File: src/hdl/pee_pkg.sv
// ----------------------------------------------------------------------------
// pee_pkg
// Shared widths, character codes and status codes of the postfix evaluator.
// ----------------------------------------------------------------------------
package pee_pkg;

  localparam int unsigned WORD_W   = 32;
  localparam int unsigned CHAR_W   = 8;
  localparam int unsigned STATUS_W = 3;

  typedef logic [WORD_W-1:0]   word_t;
  typedef logic [CHAR_W-1:0]   char_t;
  typedef logic [STATUS_W-1:0] status_t;

  localparam status_t ST_OK      = 3'd0;
  localparam status_t ST_UNDER   = 3'd1;
  localparam status_t ST_OVER    = 3'd2;
  localparam status_t ST_INVALID = 3'd3;
  localparam status_t ST_DIVZERO = 3'd4;

  localparam char_t CHAR_ZERO  = 8'h30;
  localparam char_t CHAR_NINE  = 8'h39;
  localparam char_t CHAR_SPACE = 8'h20;
  localparam char_t CHAR_TAB   = 8'h09;
  localparam char_t CHAR_CR    = 8'h0D;
  localparam char_t CHAR_PLUS  = 8'h2B;
  localparam char_t CHAR_MINUS = 8'h2D;
  localparam char_t CHAR_STAR  = 8'h2A;
  localparam char_t CHAR_SLASH = 8'h2F;

  function automatic logic is_digit(char_t c);
    return (c >= CHAR_ZERO) && (c <= CHAR_NINE);
  endfunction

  function automatic logic is_space(char_t c);
    return (c == CHAR_SPACE) || ((c >= CHAR_TAB) && (c <= CHAR_CR));
  endfunction

endpackage

File: src/hdl/pee_div.sv
// ----------------------------------------------------------------------------
// pee_div
// Signed 32-bit truncating divider, restoring, one quotient bit per cycle.
// ----------------------------------------------------------------------------
module pee_div (
  input  logic          clk_i,
  input  logic          rst_ni,
  input  logic          start_i,
  input  pee_pkg::word_t dividend_i,
  input  pee_pkg::word_t divisor_i,
  output logic          done_o,
  output pee_pkg::word_t quotient_o
);
  import pee_pkg::*;

  localparam int unsigned CNT_W = $clog2(WORD_W + 1);

  word_t            rem_q, rem_d;
  word_t            quo_q, quo_d;
  word_t            den_q, den_d;
  logic             neg_q, neg_d;
  logic             busy_q, busy_d;
  logic             done_q, done_d;
  logic [CNT_W-1:0] cnt_q, cnt_d;

  logic [WORD_W:0]  shifted;
  logic [WORD_W:0]  trial;

  assign shifted = {rem_q, quo_q[WORD_W-1]};
  assign trial   = shifted - {1'b0, den_q};

  always_comb begin
    rem_d  = rem_q;
    quo_d  = quo_q;
    den_d  = den_q;
    neg_d  = neg_q;
    busy_d = busy_q;
    cnt_d  = cnt_q;
    done_d = 1'b0;
    if (start_i) begin
      rem_d  = '0;
      quo_d  = dividend_i[WORD_W-1] ? word_t'(-dividend_i) : dividend_i;
      den_d  = divisor_i[WORD_W-1] ? word_t'(-divisor_i) : divisor_i;
      neg_d  = dividend_i[WORD_W-1] ^ divisor_i[WORD_W-1];
      busy_d = 1'b1;
      cnt_d  = CNT_W'(WORD_W);
    end else if (busy_q) begin
      // no borrow: the divisor fits, take the difference
      if (!trial[WORD_W]) begin
        rem_d = trial[WORD_W-1:0];
        quo_d = {quo_q[WORD_W-2:0], 1'b1};
      end else begin
        rem_d = shifted[WORD_W-1:0];
        quo_d = {quo_q[WORD_W-2:0], 1'b0};
      end
      cnt_d = cnt_q - CNT_W'(1);
      if (cnt_q == CNT_W'(1)) begin
        busy_d = 1'b0;
        done_d = 1'b1;
      end
    end
  end

  always_ff @(posedge clk_i or negedge rst_ni) begin
    if (!rst_ni) begin
      busy_q <= 1'b0;
      done_q <= 1'b0;
      cnt_q  <= '0;
    end else begin
      busy_q <= busy_d;
      done_q <= done_d;
      cnt_q  <= cnt_d;
    end
  end

  always_ff @(posedge clk_i) begin
    rem_q <= rem_d;
    quo_q <= quo_d;
    den_q <= den_d;
    neg_q <= neg_d;
  end

  assign done_o     = done_q;
  assign quotient_o = neg_q ? word_t'(-quo_q) : quo_q;

endmodule

File: config.mk
export PLATFORM = sky130hd
export DESIGN_NAME = pee_div
export DESIGN_NICKNAME = d
export VERILOG_FILES = /design/src/hdl/pee_pkg.sv /design/src/hdl/pee_div.sv
export SDC_FILE = /design/constraint.sdc
export NUM_CORES = 1
export LEC_CHECK = 0
export BUFFER_PORTS_ARGS = -buffer_cell sky130_fd_sc_hd__buf_4
export CAP_MARGIN = 20
export CORE_MARGIN = 4
export CORE_UTILIZATION = 45
export CTS_BUF_LIST = sky130_fd_sc_hd__clkbuf_4
export CTS_CLUSTER_DIAMETER = 120
export DETAILED_ROUTE_END_ITERATION = 10
export HOLD_SLACK_MARGIN = 0.12
export SLEW_MARGIN = 20
export SYNTH_ARGS = -nofsm -noshare
export SYNTH_HDL_FRONTEND = slang
export SYNTH_SLANG_ARGS = --single-unit
File: constraint.sdc
create_clock -name clk_i -period 4.15 [get_ports clk_i]
set_input_delay 0.415 -clock clk_i [delete_from_list [all_inputs] [get_ports clk_i]]
set_output_delay 0.415 -clock clk_i [all_outputs]
set_load 0.005 [all_outputs]
==> summary.txt <==
Status: completed
Drt initial violations: 472
DRC Markers: 0
Number of global-route vias before repair: 6381
Fmax: 0.263 GHz
Wire length per cell: 15.4 microns
Congestion Overflow GR: 0
CTS tree: built
Die area: 20100 sq um
Final nets: 1122
Worst Hold Class: in2reg
Crit path launch type: register
Post-route cell area: 9130 sq um
Largest net degree at the start of global routing: 52
Final hold vios: 0
Synth area leaders: edfxtp_1 (24%), xnor2_1 (8.6%), dfxtp_1 (8.0%)
Peak fanout along the critical path: 4
Layout cells sized above 1: 14.2%
Top FF cell, synth: edfxtp_1
Post-CTS setup buffer count: 0
Critical Path RT: 3730 ps
Ys async rst share: 7.62%
Max Cap Viol: 0
Count of cell types in the netlist: 66
Flop2flop setup slack: 640 ps
Final Skew: 31.7 ps
Vias per inst: 5.57
Critical R2R Capture: rem_q[17]$_SDFFE_PP0P_
Die X: 142 microns
Antenna violations before repair: 1
FF+latch count, synth: 105
Sequential area share after synthesis: 34.7%
Post-route worst setup slack: 349 ps
Reg clk slew, reported paths: 150 ps
DR vias: 6946
Final setup vio count: 0
Worst hold endpoint: den_q[31]$_SDFFCE_PN0P_
Worst EP arrival: 3390 ps
CORE AREA: 17400 sq um
Total CTS buffers: 9
Core Rows: 48
Post-synth top cells: nand2_1 (95), nor2_1 (93), xnor2_1 (79), edfxtp_1 (65), a21oi_1 (64)
Leakage Power: 3.62 nW
CTS H-tree depth: 3
Detail Route Antenna Nets: 0
Mapped cell area: 8050 sq um
Buffers on Ports: 99
Crit end category: primary output
Largest area contributor in the synthesized netlist: edfxtp_1
Pre-CTS setup slack: 695 ps
Worst setup path class: reg2out
Final wirelength: 19200 microns
CTS Sinks: 105
Initial Util: 46.2%
RePlAce Congestion: 0.922
R2R Path Start: quo_q[31]$_DFFE_PP_
Yosys top cell area share: 24.2%
Min cycle time layout: 3800 ps
Worst-Skew Late Latency: 480 ps
Iteration count of the initial detailed-routing pass: 5
Clock Path Buffers: 2
Most common cell in the netlist: nand2_1
Hold Path Origin: divisor_i[30]
Max Slew Vio Count: 0
Detailed Place HPWL: 14800 microns
Synth warn: 0
Dpl cell area: 8970 sq um
RSZ-0062 raised after global routing: no
Hold depth: 2
Relative slew slack: 24.3%
Root buffer cell: clkbuf_4
Worst-margin pin slew: 1110 ps
Period utilisation layout: 91.6%
Area Overhead vs Synth: 13.3%
Number of synthesized flops with an enable pin: 65
Pwr/cell area: 324 nW/um^2
Worst reg-to-reg path cell count: 11
Mapped Nets: 1044
Worst IR drop on VDD: 0.000135 V
Average size of a mapped cell: 8.58 sq um
GRT Util Overall: 19.0%
IO Count: 100
Synth Instances: 939
First-pass GRT wire length: 31500 microns
Chip height: 142 microns
Setup TNS: 0 ps
routing by layer:
metal	track usage [%]	up-vias	share of wire (%)
met2	29.3	193	43
met3	2.49	15	5.5
met1	27.8	3175	50
li1	-	3563	-
met4	5.61	0	1.3
met5	0	-	0
report_power, final:
part | switching (W) | internal, W
logic | 0.000538 | 0.000494
clock network | 0.000333 | 0.000187
registers | 0.000142 | 0.00126
total | 0.00101 | 0.00194
how the worst max path moves through the flow:
| stage | from | endpoint | depth (start not counted) |
|---|---|---|---|
| 2_1_floorplan | quo_q[31]$_DFFE_PP_ | rem_q[17]$_SDFFE_PP0P_ | 12 |
| 3_3_place_gp | quo_q[31]$_DFFE_PP_ | rem_q[17]$_SDFFE_PP0P_ | 11 |
| 3_5_place_dp | quo_q[31]$_DFFE_PP_ | rem_q[17]$_SDFFE_PP0P_ | 11 |
| 4_1_cts | quo_q[12]$_DFFE_PP_ | quotient_o[30] | 8 |
| 5_1_grt | quo_q[12]$_DFFE_PP_ | quotient_o[30] | 8 |
| 6_report | quo_q[12]$_DFFE_PP_ | quotient_o[30] | 8 |
flip-flops by register name, indices dropped and copies added (netlist names):
register,flops
den_q,32
neg_q,1
quo_q,32
rem_q,32
busy_q,1
cnt_q,6
done_o,1
logic make-up (layout without fill, tap and decap cells):
kind of cell / after synthesis / after routing / share of synthesized area, %
flip-flops: 105 / 105 / 34.7
multiplexers: 17 / 17 / 2.14
AND/OR/NAND/NOR: 319 / 319 / 19.5
buffers and inverters: 97 / 180 / 4.72
XOR/XNOR: 115 / 115 / 12.5
AO/OA/AOI/OAI: 248 / 248 / 20.4
other: 0 / 1 / 0
adder cells (fa/ha/maj): 38 / 38 / 6.00
metrics by stage:
step	std cells	util, %	total power, W	hold slack, ps
floorplan	939	-	0.00208	119
global placement	1229	51.5	0.00245	240
detailed placement	1229	51.5	0.00246	239
CTS	1247	52.4	0.00299	183
global route	1248	52.4	0.00317	167
finish	1248	52.4	0.00296	227
timing repair:
item                                   4_1_cts  5_1_grt
gates resized for setup                      0        0
hold buffers                                 2        0
endpoints found under the hold margin        9        0
layout by cell type (no fill, tap or decap), types with 3 or more instances in the layout:
cell / count
dfrtp_1: 7
nor2_1: 93
o31ai_1: 22
nand3b_1: 5
nor3_1: 15
nor4_1: 9
inv_1: 55
o21ai_0: 58
nor2b_1: 3
mux2i_1: 15
o41ai_1: 13
a21boi_0: 6
o21a_1: 3
buf_4: 107
or4_1: 15
nand3_1: 21
a311oi_1: 17
clkbuf_4: 10
xnor2_1: 79
a31oi_1: 8
edfxtp_1: 65
nand2b_1: 11
nand4_1: 6
dfxtp_1: 32
and3_1: 4
a211oi_1: 14
or3_1: 16
xor2_1: 36
and2_1: 4
or2_2: 6
ha_1: 37
o211ai_1: 6
or3_4: 3
a21o_1: 13
nand2_1: 95
a21oi_1: 64
final cells by class:
type	instances	area, sq um
antenna	1	2.50
clock buffer	10	75.1
clock inverter	6	58.8
fill	1693	8290
inverter	55	206
multi-input combinational	737	4880
sequential	105	2790
tap	225	282
timing repair buffer	109	823
critical path, stage by stage, from the launching register on:
cell and delay (ps):
edfxtp_1 460, or4_1 580, or4_1 440, or2_2 320, or3_1 380, nand2b_1 210, o21ai_0 240, xnor2_1 150
buf_4 130
Note: power is estimated with default switching activity, not from simulation.
